--- src/rtl/gsps_pkg.sv ---
// Shared types, constants and helper functions for the game-pad poll sequencer.
`default_nettype none

package gsps_pkg;

  // Sizes
  localparam int MAX_HALFWORDS = 16;
  localparam int PAYLOAD_BYTES = 6;
  localparam int HW_W          = 5;   // halfword count, 1..16
  localparam int IDX_W         = 6;   // byte index within the data phase
  localparam int LEN_W         = 3;   // payload length field
  localparam int PAYLOAD_W     = 8 * PAYLOAD_BYTES;
  localparam int KEEP_BYTES    = 6;   // data bytes kept: buttons and two axis halfwords

  // Protocol bytes
  localparam logic [7:0] BYTE_HEADER = 8'h01;
  localparam logic [7:0] BYTE_ZERO   = 8'h00;
  localparam logic [7:0] BYTE_PAD    = 8'hFF;
  localparam logic [7:0] SIGN_FLIP   = 8'h80;
  localparam logic [3:0] COUNT_MASK  = 4'hF;

  // Dead-zone register reset values and indexes
  localparam logic [7:0] DZ_LOW_RST  = 8'h60;
  localparam logic [7:0] DZ_HIGH_RST = 8'hA0;
  localparam logic       REG_DZ_LOW  = 1'b0;
  localparam logic       REG_DZ_HIGH = 1'b1;

  localparam logic [HW_W-1:0]  MAX_HW_L  = HW_W'(MAX_HALFWORDS);
  localparam logic [LEN_W-1:0] MAX_LEN_L = LEN_W'(PAYLOAD_BYTES);

  // Transaction phase
  typedef enum logic [2:0] {
    PH_IDLE = 3'd0,
    PH_HDR  = 3'd1,
    PH_CMD  = 3'd2,
    PH_HID  = 3'd3,
    PH_DATA = 3'd4
  } phase_e;

  // One result item
  typedef struct packed {
    logic            tx_valid;
    logic [7:0]      tx_byte;
    logic            want_ack;
    logic            done_res;
    logic [7:0]      pad_id;
    logic [7:0]      pad_hid;
    logic [HW_W-1:0] word_count;
    logic [15:0]     buttons;
    logic [7:0]      axis_right_x;
    logic [7:0]      axis_right_y;
    logic [7:0]      axis_left_x;
    logic [7:0]      axis_left_y;
  } result_t;

  // Dead zone forces zero, otherwise the sign bit is flipped
  function automatic logic [7:0] shape_axis(input logic [7:0] v,
                                            input logic [7:0] lo,
                                            input logic [7:0] hi);
    logic [7:0] r;
    if ((v > lo) && (v < hi)) begin
      r = BYTE_ZERO;
    end else begin
      r = v ^ SIGN_FLIP;
    end
    return r;
  endfunction

endpackage

`default_nettype wire

--- src/rtl/gsps_core.sv ---
// Transaction state and per-item next-state / result logic.
`default_nettype none

module gsps_core
  import gsps_pkg::*;
(
  input  wire logic                 clk_i,
  input  wire logic                 rst_ni,
  input  wire logic                 fire_i,
  input  wire logic                 mode_i,
  input  wire logic [7:0]           command_i,
  input  wire logic [PAYLOAD_W-1:0] payload_i,
  input  wire logic [LEN_W-1:0]     payload_len_i,
  input  wire logic [7:0]           rx_byte_i,
  input  wire logic [7:0]           dz_low_i,
  input  wire logic [7:0]           dz_high_i,
  output result_t                   res_o
);

  phase_e                 phase_q, phase_d;
  logic [7:0]             cmd_q, cmd_d;
  logic [PAYLOAD_W-1:0]   pay_q, pay_d;
  logic [LEN_W-1:0]       pcnt_q, pcnt_d;
  logic [IDX_W-1:0]       bidx_q, bidx_d;
  logic [HW_W-1:0]        hwt_q, hwt_d;
  logic [7:0]             id_q, id_d;
  logic [7:0]             hid_q, hid_d;
  logic [15:0]            btn_q, btn_d;
  logic [7:0]             axis_q [4];
  logic [7:0]             axis_d [4];
  logic [7:0]             wbuf_q [KEEP_BYTES];
  logic [7:0]             wbuf_d [KEEP_BYTES];

  logic [7:0]             rx_m1;
  logic [HW_W-1:0]        new_hw;
  logic [IDX_W-1:0]       total;
  logic [IDX_W-1:0]       bidx_inc;
  logic [LEN_W-1:0]       len_clip;

  // Payload byte k, or the pad byte once the payload runs out
  function automatic logic [7:0] data_byte(input logic [IDX_W-1:0]     k,
                                           input logic [LEN_W-1:0]     cnt,
                                           input logic [PAYLOAD_W-1:0] pay);
    logic [7:0] r;
    r = BYTE_PAD;
    for (int i = 0; i < PAYLOAD_BYTES; i++) begin
      if ((k == IDX_W'(i)) && (k < IDX_W'(cnt))) begin
        r = pay[8*i +: 8];
      end
    end
    return r;
  endfunction

  // Halfword count from the id's low nibble, zero meaning the maximum
  always_comb begin
    rx_m1  = rx_byte_i - 8'd1;
    new_hw = {1'b0, rx_m1[3:0] & COUNT_MASK} + HW_W'(1);
    if (new_hw > MAX_HW_L) begin
      new_hw = MAX_HW_L;
    end
    len_clip = (payload_len_i > MAX_LEN_L) ? MAX_LEN_L : payload_len_i;
    total    = {hwt_q, 1'b0};
    bidx_inc = bidx_q + IDX_W'(1);
  end

  // Next state and result
  always_comb begin
    phase_d = phase_q;
    cmd_d   = cmd_q;
    pay_d   = pay_q;
    pcnt_d  = pcnt_q;
    bidx_d  = bidx_q;
    hwt_d   = hwt_q;
    id_d    = id_q;
    hid_d   = hid_q;
    btn_d   = btn_q;
    for (int a = 0; a < 4; a++) begin
      axis_d[a] = axis_q[a];
    end
    for (int b = 0; b < KEEP_BYTES; b++) begin
      wbuf_d[b] = wbuf_q[b];
    end
    res_o.tx_valid = 1'b0;
    res_o.tx_byte  = BYTE_ZERO;
    res_o.want_ack = 1'b0;
    res_o.done_res = 1'b0;

    if (!mode_i) begin
      // start: latch command and payload, send header
      cmd_d          = command_i;
      pay_d          = payload_i;
      pcnt_d         = len_clip;
      bidx_d         = '0;
      phase_d        = PH_HDR;
      res_o.tx_valid = 1'b1;
      res_o.tx_byte  = BYTE_HEADER;
      res_o.want_ack = 1'b1;
    end else begin
      case (phase_q)
        PH_HDR: begin
          phase_d        = PH_CMD;
          res_o.tx_valid = 1'b1;
          res_o.tx_byte  = cmd_q;
          res_o.want_ack = 1'b1;
        end
        PH_CMD: begin
          id_d           = rx_byte_i;
          hwt_d          = new_hw;
          phase_d        = PH_HID;
          res_o.tx_valid = 1'b1;
          res_o.tx_byte  = BYTE_ZERO;
          res_o.want_ack = 1'b1;
        end
        PH_HID: begin
          hid_d          = rx_byte_i;
          bidx_d         = '0;
          phase_d        = PH_DATA;
          res_o.tx_valid = 1'b1;
          res_o.tx_byte  = data_byte('0, pcnt_q, pay_q);
          res_o.want_ack = (total - IDX_W'(1)) != '0;
        end
        PH_DATA: begin
          // keep only the bytes that feed buttons and axes
          for (int b = 0; b < KEEP_BYTES; b++) begin
            if (bidx_q == IDX_W'(b)) begin
              wbuf_d[b] = rx_byte_i;
            end
          end
          bidx_d = bidx_inc;
          if (bidx_inc >= total) begin
            btn_d = {wbuf_d[1], wbuf_d[0]};
            if (hwt_q >= HW_W'(2)) begin
              axis_d[0] = shape_axis(wbuf_d[2], dz_low_i, dz_high_i);
              axis_d[1] = shape_axis(wbuf_d[3], dz_low_i, dz_high_i);
            end
            if (hwt_q >= HW_W'(3)) begin
              axis_d[2] = shape_axis(wbuf_d[4], dz_low_i, dz_high_i);
              axis_d[3] = shape_axis(wbuf_d[5], dz_low_i, dz_high_i);
            end
            phase_d        = PH_IDLE;
            res_o.done_res = 1'b1;
          end else begin
            res_o.tx_valid = 1'b1;
            res_o.tx_byte  = data_byte(bidx_inc, pcnt_q, pay_q);
            res_o.want_ack = bidx_inc != (total - IDX_W'(1));
          end
        end
        default: begin
          // idle: received bytes are ignored
        end
      endcase
    end

    res_o.pad_id       = id_d;
    res_o.pad_hid      = hid_d;
    res_o.word_count   = hwt_d;
    res_o.buttons      = btn_d;
    res_o.axis_right_x = axis_d[0];
    res_o.axis_right_y = axis_d[1];
    res_o.axis_left_x  = axis_d[2];
    res_o.axis_left_y  = axis_d[3];
  end

  // State registers
  always_ff @(posedge clk_i or negedge rst_ni) begin
    if (!rst_ni) begin
      phase_q <= PH_IDLE;
      cmd_q   <= '0;
      pay_q   <= '0;
      pcnt_q  <= '0;
      bidx_q  <= '0;
      hwt_q   <= HW_W'(1);
      id_q    <= '0;
      hid_q   <= '0;
      btn_q   <= '0;
      for (int a = 0; a < 4; a++) begin
        axis_q[a] <= '0;
      end
    end else if (fire_i) begin
      phase_q <= phase_d;
      cmd_q   <= cmd_d;
      pay_q   <= pay_d;
      pcnt_q  <= pcnt_d;
      bidx_q  <= bidx_d;
      hwt_q   <= hwt_d;
      id_q    <= id_d;
      hid_q   <= hid_d;
      btn_q   <= btn_d;
      for (int a = 0; a < 4; a++) begin
        axis_q[a] <= axis_d[a];
      end
    end
  end

  // Received data bytes, contents undefined until written
  always_ff @(posedge clk_i) begin
    if (fire_i) begin
      for (int b = 0; b < KEEP_BYTES; b++) begin
        wbuf_q[b] <= wbuf_d[b];
      end
    end
  end

endmodule

`default_nettype wire

--- src/rtl/gsps_out_reg.sv ---
// Result register with valid/stall handshake toward the receiver.
`default_nettype none

module gsps_out_reg
  import gsps_pkg::*;
(
  input  wire logic    clk_i,
  input  wire logic    rst_ni,
  input  wire logic    load_i,
  input  wire result_t res_i,
  input  wire logic    out_stall_i,
  output logic         out_valid_o,
  output logic         busy_o,
  output result_t      res_o
);

  logic    valid_q;
  result_t res_q;

  // Full and not being taken this cycle
  assign busy_o      = valid_q & out_stall_i;
  assign out_valid_o = valid_q;
  assign res_o       = res_q;

  always_ff @(posedge clk_i or negedge rst_ni) begin
    if (!rst_ni) begin
      valid_q <= 1'b0;
    end else if (load_i) begin
      valid_q <= 1'b1;
    end else if (!out_stall_i) begin
      valid_q <= 1'b0;
    end
  end

  always_ff @(posedge clk_i) begin
    if (load_i) begin
      res_q <= res_i;
    end
  end

endmodule

`default_nettype wire

--- src/rtl/gamepad_serial_poll_sequencer.sv ---
// Top level of the game-pad poll sequencer: dead-zone registers and wiring.
//
// Usage:
//   Input channel (in_valid_i / in_stall_o): one item per serial byte. A start
//   item (mode 0) carries command and payload; each later item (mode 1)
//   carries the byte the pad returned for the last byte sent.
//   Output channel (out_valid_o / out_stall_i): exactly one result item per
//   input item, telling which byte to send next, whether an acknowledge is
//   expected, and the current id, count, buttons and axes.
//   The result of an item accepted at one edge is registered and valid after
//   that edge. Throughput is one item per cycle while the receiver does not
//   stall; the single phase update and the result register set that figure.
//   When the receiver stalls, the result holds and in_stall_o rises, so no
//   new item enters until the held result is taken; a result may be taken and
//   the next item accepted at the same edge. Reset sets the phase idle and the
//   dead zone to 96..160 (exclusive). The user must make dead-zone writes via
//   cfg_we_i / cfg_index_i / cfg_data_i only while idle; this is not enforced.
`default_nettype none

module gamepad_serial_poll_sequencer
  import gsps_pkg::*;
(
  input  wire logic                 clk_i,
  input  wire logic                 rst_ni,
  input  wire logic                 cfg_we_i,
  input  wire logic                 cfg_index_i,
  input  wire logic [7:0]           cfg_data_i,
  input  wire logic                 in_valid_i,
  output logic                      in_stall_o,
  input  wire logic                 mode_i,
  input  wire logic [7:0]           command_i,
  input  wire logic [PAYLOAD_W-1:0] payload_i,
  input  wire logic [LEN_W-1:0]     payload_len_i,
  input  wire logic [7:0]           rx_byte_i,
  output logic                      out_valid_o,
  input  wire logic                 out_stall_i,
  output logic                      tx_valid_o,
  output logic [7:0]                tx_byte_o,
  output logic                      want_ack_o,
  output logic                      done_res_o,
  output logic [7:0]                pad_id_o,
  output logic [7:0]                pad_hid_o,
  output logic [HW_W-1:0]           word_count_o,
  output logic [15:0]               buttons_o,
  output logic [7:0]                axis_right_x_o,
  output logic [7:0]                axis_right_y_o,
  output logic [7:0]                axis_left_x_o,
  output logic [7:0]                axis_left_y_o
);

  logic [7:0] dz_low_q;
  logic [7:0] dz_high_q;
  logic       fire;
  logic       busy;
  result_t    res_d;
  result_t    res_q;

  // Dead-zone registers
  always_ff @(posedge clk_i or negedge rst_ni) begin
    if (!rst_ni) begin
      dz_low_q  <= DZ_LOW_RST;
      dz_high_q <= DZ_HIGH_RST;
    end else if (cfg_we_i) begin
      case (cfg_index_i)
        REG_DZ_LOW:  dz_low_q  <= cfg_data_i;
        REG_DZ_HIGH: dz_high_q <= cfg_data_i;
        default: begin
        end
      endcase
    end
  end

  // Input handshake
  assign in_stall_o = busy;
  assign fire       = in_valid_i & ~busy;

  gsps_core u_core (
    .clk_i         (clk_i),
    .rst_ni        (rst_ni),
    .fire_i        (fire),
    .mode_i        (mode_i),
    .command_i     (command_i),
    .payload_i     (payload_i),
    .payload_len_i (payload_len_i),
    .rx_byte_i     (rx_byte_i),
    .dz_low_i      (dz_low_q),
    .dz_high_i     (dz_high_q),
    .res_o         (res_d)
  );

  gsps_out_reg u_out (
    .clk_i       (clk_i),
    .rst_ni      (rst_ni),
    .load_i      (fire),
    .res_i       (res_d),
    .out_stall_i (out_stall_i),
    .out_valid_o (out_valid_o),
    .busy_o      (busy),
    .res_o       (res_q)
  );

  // Result fields
  assign tx_valid_o     = res_q.tx_valid;
  assign tx_byte_o      = res_q.tx_byte;
  assign want_ack_o     = res_q.want_ack;
  assign done_res_o     = res_q.done_res;
  assign pad_id_o       = res_q.pad_id;
  assign pad_hid_o      = res_q.pad_hid;
  assign word_count_o   = res_q.word_count;
  assign buttons_o      = res_q.buttons;
  assign axis_right_x_o = res_q.axis_right_x;
  assign axis_right_y_o = res_q.axis_right_y;
  assign axis_left_x_o  = res_q.axis_left_x;
  assign axis_left_y_o  = res_q.axis_left_y;

endmodule

`default_nettype wire
--- config.mk ---
export PLATFORM = sky130hd
export DESIGN_NAME = gamepad_serial_poll_sequencer
export DESIGN_NICKNAME = d
export VERILOG_FILES = /design/src/rtl/gsps_pkg.sv /design/src/rtl/gsps_core.sv /design/src/rtl/gsps_out_reg.sv /design/src/rtl/gamepad_serial_poll_sequencer.sv
export SDC_FILE = /design/constraint.sdc
export NUM_CORES = 1
export LEC_CHECK = 0
export BUFFER_PORTS_ARGS = -buffer_cell sky130_fd_sc_hd__buf_2
export CORE_ASPECT_RATIO = 1.5
export CORE_MARGIN = 2
export CORE_UTILIZATION = 40
export DETAILED_ROUTE_END_ITERATION = 8
export GPL_TIMING_DRIVEN = 0
export SLEW_MARGIN = 0
export SYNTH_ARGS = -nofsm -noshare
export SYNTH_HDL_FRONTEND = slang
export SYNTH_SLANG_ARGS = --single-unit
--- constraint.sdc ---
create_clock -name clk_i -period 12.1 [get_ports clk_i]
set_clock_uncertainty 0.05 [all_clocks]
set_input_delay 2.42 -clock clk_i [delete_from_list [all_inputs] [get_ports clk_i]]
set_output_delay 2.42 -clock clk_i [all_outputs]
set_load 0.1 [all_outputs]
Yosys cells after proc, flatten, opt, wreduce, memory -nomap -nowiden
Memory sizes are Yosys's and may differ from the RTL's.
Index checks and enable logic that the tools add are counted.

cells by class
  equality and inequality tests = 19
  reductions and logical operators = 19
  bitwise gates (word level) = 9
  magnitude comparators = 15
  divide/modulo/power cells = 0
  add/subtract/negate cells = 4
  multiplexer cells = 55
  multiply operators = 0
  shifts and indexed selects = 0

operator list
  cell                 count
  $mux 8               29
  $mux 32              3
  $mux 48              2
  $mux 16              5
  $pmux 10 s4          1
  $gt 8x8->1           4
  $lt 8x8->1           4
  $eq 6x2->1 const B   4
  $eq 6x3->1 const B   4
  $mux 5               3
  $eq 6x1->1 const B   2
  $logic_not 6->1      2
  $pmux 3 s4           1
  $pmux 6 s2           1
  $ge 5x2->1 const B   2
  $logic_and 1x1->1    10
  $mux 10              1
  $reduce_and 2->1     5
  $mux 3               3
  $not 1->1            7
  $add 6x1->6 const B  1
  $eq 3x2->1 const B   2
  $ge 6x6->1           1
  $lt 6x3->1           1
  other kinds (18)     23

storage, ports and cells
  flip-flop bits (word level) = 234
  word-level logic and storage cells = 150
  ROM bits = 0
  input port bits = 82
  memories kept = 1
  bits in latches = 0
  bits in writable memories = 48
  output and inout bits = 82

memories
  name           depth  bits a word  read ports  clocked after Yosys merged registers in  wr ports  line             RTL
  u_core.wbuf_q  6      8            6           0                                        6         gsps_core.sv:31  logic [7:0] wbuf_q [KEEP_BYTES];

Depth between registers and ports, before layout
  word-level depth = 11
  depth in mapped cells = 15
  depth with buffers taken out = 13

Modules after synthesis
Synthesis repeated with hierarchy kept, for this count alone.

unflattened totals
  cell total of the unflattened synthesis = 1,221
  area, all modules = 13,908.3 µm²

modules (own cells, without submodules)
  module                         times used  cells each  area an instance (µm²)  sequential area each (µm²)
  gsps_core                      1           1,102       10,814.1                4,870.9
  gsps_out_reg                   1           83          2,441.1                 2,427.3
  gamepad_serial_poll_sequencer  1           36          653.1                   405.4

Worst setup path after synthesis
Ideal clock, no wire load.

  path type = input -> register
  from = input port out_stall_i
  to = register, netlist name u_out.res_o[0]
  arrival time = 5.378 ns
  data required time = 11.575 ns
  path slack = 6.197 ns
  setup time = 0.475 ns
  path buffers = 2
  stages on the path = 5
  path through = nand2_1 nand2_1 inv_1 clkbuf_1 buf_1

on the way
  cells in the longest elaborated chain, start to end = 3

RTL lines
  element             line                                 RTL
  start: declaration  gamepad_serial_poll_sequencer.sv:36  input wire logic out_stall_i,
  $and 1x1->1         gsps_out_reg.sv:21                   assign busy_o = valid_q & out_stall_i;
  $not 1->1           gamepad_serial_poll_sequencer.sv:75  assign fire = in_valid_i & ~busy;
  $and 1x1->1         gamepad_serial_poll_sequencer.sv:75
  named net fire      gamepad_serial_poll_sequencer.sv:53  logic fire;

The timed path passes the listed nets, and every way through them passes these cells.
A chain may end at the register's enable or synchronous reset.

Final worst setup path
  from = input port mode_i
  to = register u_core.axis_q[26] (netlist name)

on the way
  cells in the longest elaborated chain, start to end = 1

RTL lines
  element                         line                                 RTL
  start: declaration              gamepad_serial_poll_sequencer.sv:30  input wire logic mode_i,
  $mux 32                         gsps_core.sv:88                      if (!mode_i) begin
  end signal: indexed assignment  gsps_core.sv:190                     axis_q[a] <= axis_d[a];
  end: declaration                gsps_core.sv:29                      logic [7:0] axis_q [4];

Every way passes these cells.

==> qor.csv <==
stage,metric,value,unit
route,wire per inst,19.8,um
floorplan,IO Pins,164,
synth,cell count after synthesis,1225,
floorplan,Die Y,232,um
synth,top_reg_cell synth,dfrtp_1,
final_layout,area growth from synthesis to layout,17.2,%
floorplan,CORE AREA,0.0342,mm^2
synth,share of Yosys cell area claimed by the top area cell type,27.7,%
clocking,CTS max path bufs,3,
route,vias post-DR,10054,
clocking,"Setup Fix Bufs, Post-CTS",0,
setup_path,"Req. time, crit path",12.48,ns
grt,total congestion overflow,0,
grt,first-pass GRT wire length,57000,um
final_layout,# diodes,0,
final_layout,"Core Util, Final",47.5,%
sta,FMAX,175,MHz
final_layout,share of cells above drive strength 1,21.5,%
synth,post-synthesis simple-gate area fraction,10.5,%
sta,Period minus WS final,5.72,ns
synth,Post-Synth XOR/XNOR Area,0.822,%
final_layout,cell area after layout,0.0162,mm^2
sta,RSZ-0062 raised after global routing,false,
clocking,CTS tree,done,
synth,Synth area leaders,"edfxtp_1 (28%), dfrtp_1 (27%), ha_1 (7.0%)",
synth,Synth async-reset ratio,54.6,%
setup_path,CP Max Fanout,52,
clocking,worst skew pair latency,0.57,ns
worst_hold_path,worst hold endpoint,u_core.hid_q[7],
final_layout,nets@finish,1580,
route,Residual DRC,0,
route,Via density,5.38,
sta,count of endpoints failing setup in the final report,0,
job,Max-Cap Viols,0,
sta,Final Hold Viols,0,
synth,post-synthesis mux area share,9.37,%
clocking,H-tree depth,1,
clocking,hold_buf cts,0,
grt,antenna violations before repair,1,
sta,Final TNS setup,0,ns
grt,number of global-route vias before repair,10268,
place,Placer Congestion,0.858,
setup_path,Crit Path Class,in -> reg,
grt,total track usage,20.4,%
power,Peak VDD IR,0.000102,V
setup_path,worst reg-to-reg setup slack,7.68,ns
clocking,Root Driver,clkbuf_16,
route,number of detailed-route iterations in the first pass,4,
synth,"area leader, netlist",edfxtp_1,
synth,post-synthesis compound-gate area fraction,12.5,%
worst_hold_path,Hold Path Class,reg -> reg,
sta,final worst path period share,47.3,%
synth,largest family of logic cells by synthesized area,compound AO/OA/AOI/OAI gates,
synth,Synth Cell Area,0.0139,mm^2
clocking,Num CTS Buffers,29,
place,DP HPWL,26900,um
power,Lkg Pwr,0.00729,uW
floorplan,row cnt,83,
sta,Max Slew Vio Count,0,
synth,fraction of the mapped netlist area in adder cells,6.95,%
grt,largest net degree at the start of global routing,115,
setup_path,CP Launch Type,primary input,
clocking,Post-CTS Resized,0,
setup_path,reg2reg path depth,11,
clocking,clock sinks,282,
synth,Syn. warnings,0,
place,"Cell Area, Placed",0.0153,mm^2
floorplan,die width,156,um
route,DR iter-0 viols,557,
status,status,finished clean,
synth,post-synth cell types,63,
sta,slew margin rel.,21.1,%
synth,Post-synth EDFFs,128,
setup_path,crit path capture type,flop,
route,final wirelength,37100,um
synth,Syn Nets,1384,
setup_path,WP data arrival,6.11,ns
worst_hold_path,hold path depth,2,
worst_hold_path,min-delay src,u_core.hid_q[7],
floorplan,Die ar.,0.0362,mm^2
setup_path,RR Startpoint,u_core.bidx_q[3],
setup_path,R2R Path End,u_out.res_o[26],
synth,sequential fraction of the synthesis area,55.6,%
synth,syn avg cell area,11.3,um^2
sta,Worst-Margin Slew,1.18,ns
route,Antenna Violating Nets Remaining,0,
clocking,clk slew on worst S/H paths,0.06,ns
floorplan,Starting Density,40.6,%
synth,synthesis-stage register bit count,282,
place,I/O Buffers,162,
power,PwrDens,170,mW/mm^2
==> through the flow <==
step,hold slack (ns),power [uW],std cells,worst slack [ns]
floorplan,0.390,1700,1225,6.20
finish,0.418,2750,1869,6.38
CTS,0.423,2780,1869,6.36
detailed placement,0.407,1860,1815,5.75
global placement,0.402,1850,1812,4.43
global route,0.431,2880,1869,6.05
==> worst max-delay path, stage by stage <==
cell and delay, ns:
clkbuf_1 0.31, inv_1 0.18, nor2_1 0.54, nand2_1 0.31
inv_2 0.92, nand3_1 0.58, a211oi_2 0.68, nor2_1 0.11
==> flip-flops by register name, summed over array words and instances (netlist names) <==
name / flops
u_core.bidx_q: 6
u_core.id_q: 8
dz_high_q: 8
u_core.cmd_q: 8
dz_low_q: 8
u_out.res_o: 80
u_core.btn_q: 16
u_core.phase_q: 3
u_out.out_valid_o: 1
u_core.axis_q: 32
u_core.wbuf_q: 48
u_core.hwt_q: 5
u_core.hid_q: 8
u_core.pcnt_q: 3
u_core.pay_q: 48
==> where the power goes <==
part | switching [uW] | internal, uW | leakage [uW]
registers | 63.9 | 1130 | 0.00318
logic | 457 | 193 | 0.00365
clock network | 389 | 522 | 0.000459
==> logic make-up after synthesis <==
group                    count (synthesis)
AO/OA/AOI/OAI                          259
XOR/XNOR                                13
adder cells (fa/ha/maj)                 77
buffers and inverters                  148
flip-flops                             282
multiplexers                           120
AND/OR/NAND/NOR                        326
==> cell type report <==
cell class | instances | area, um^2
fill | 3140 | 17900
tap | 425 | 532
inverter | 94 | 353
clock buffer | 36 | 782
timing repair buffer | 165 | 888
buffer | 54 | 233
sequential | 282 | 7700
clock inverter | 18 | 176
multi-input combinational | 795 | 5570
==> cells in the mapped netlist (all sizes together) (2+ instances only) <==
library cell	number
o21a	10
mux2	68
nor4b	5
xor2	4
a22oi	8
o21bai	2
a21oi	22
nor3	5
nand2b	5
o31ai	50
nor4	3
inv	94
o221ai	21
dfrtp	149
nand2	206
a21bo	2
edfxtp	128
nor2b	14
a211oi	16
xnor2	9
a31oi	2
dfstp	5
ha	77
clkbuf	43
o21ai	96
nand4	5
buf	11
nand3	33
and3	2
and4	2
a22o	2
a221oi	9
mux2i	52
a311oi	2
nor2	40
a21o	9
a211o	2
==> worst max-delay path by stage <==
stage,to,depth (start not counted),slack (ns),from
final,u_core.axis_q[26],8,6.38,mode_i
after global routing,u_core.axis_q[26],8,6.05,mode_i
after CTS,u_core.axis_q[26],8,6.36,mode_i
after detailed placement,u_core.axis_q[26],8,5.75,mode_i
after global placement,u_out.res_o[26],6,4.43,out_stall_i
after floorplan,u_out.res_o[0],5,6.20,out_stall_i
==> cells in the final DEF (no fill, tap or decap), types with 4 or more instances in the layout <==
cell type / n
nor4b_1: 5
clkinvlp_4: 4
a22oi_1: 8
nor2b_1: 13
clkbuf_1: 47
nand4_1: 5
mux2_2: 68
buf_2: 167
mux2i_1: 51
nand3_1: 32
clkinv_1: 5
a211oi_1: 14
ha_1: 77
nand2_1: 205
nand2b_1: 5
dfstp_2: 5
a221oi_1: 9
nor2_1: 39
o221ai_1: 21
clkbuf_16: 29
buf_4: 4
clkinv_2: 4
dfrtp_1: 149
a21o_1: 9
o31ai_1: 50
xnor2_1: 9
o21ai_0: 94
edfxtp_1: 128
xor2_1: 4
o21a_1: 10
inv_1: 93
nor3_1: 5
a21oi_1: 22
==> metal layers <==
| layer | up-vias | global-route usage [%] | part of all wire [%] |
|---|---|---|---|
| li1 | 4803 | - | - |
| met3 | 74 | 2.65 | 4.7 |
| met2 | 270 | 37.7 | 52 |
| met1 | 4905 | 23.5 | 39 |
| met5 | - | 0 | 0.040 |
| met4 | 2 | 8.51 | 3.8 |
Power figures use the tool's default switching activity.
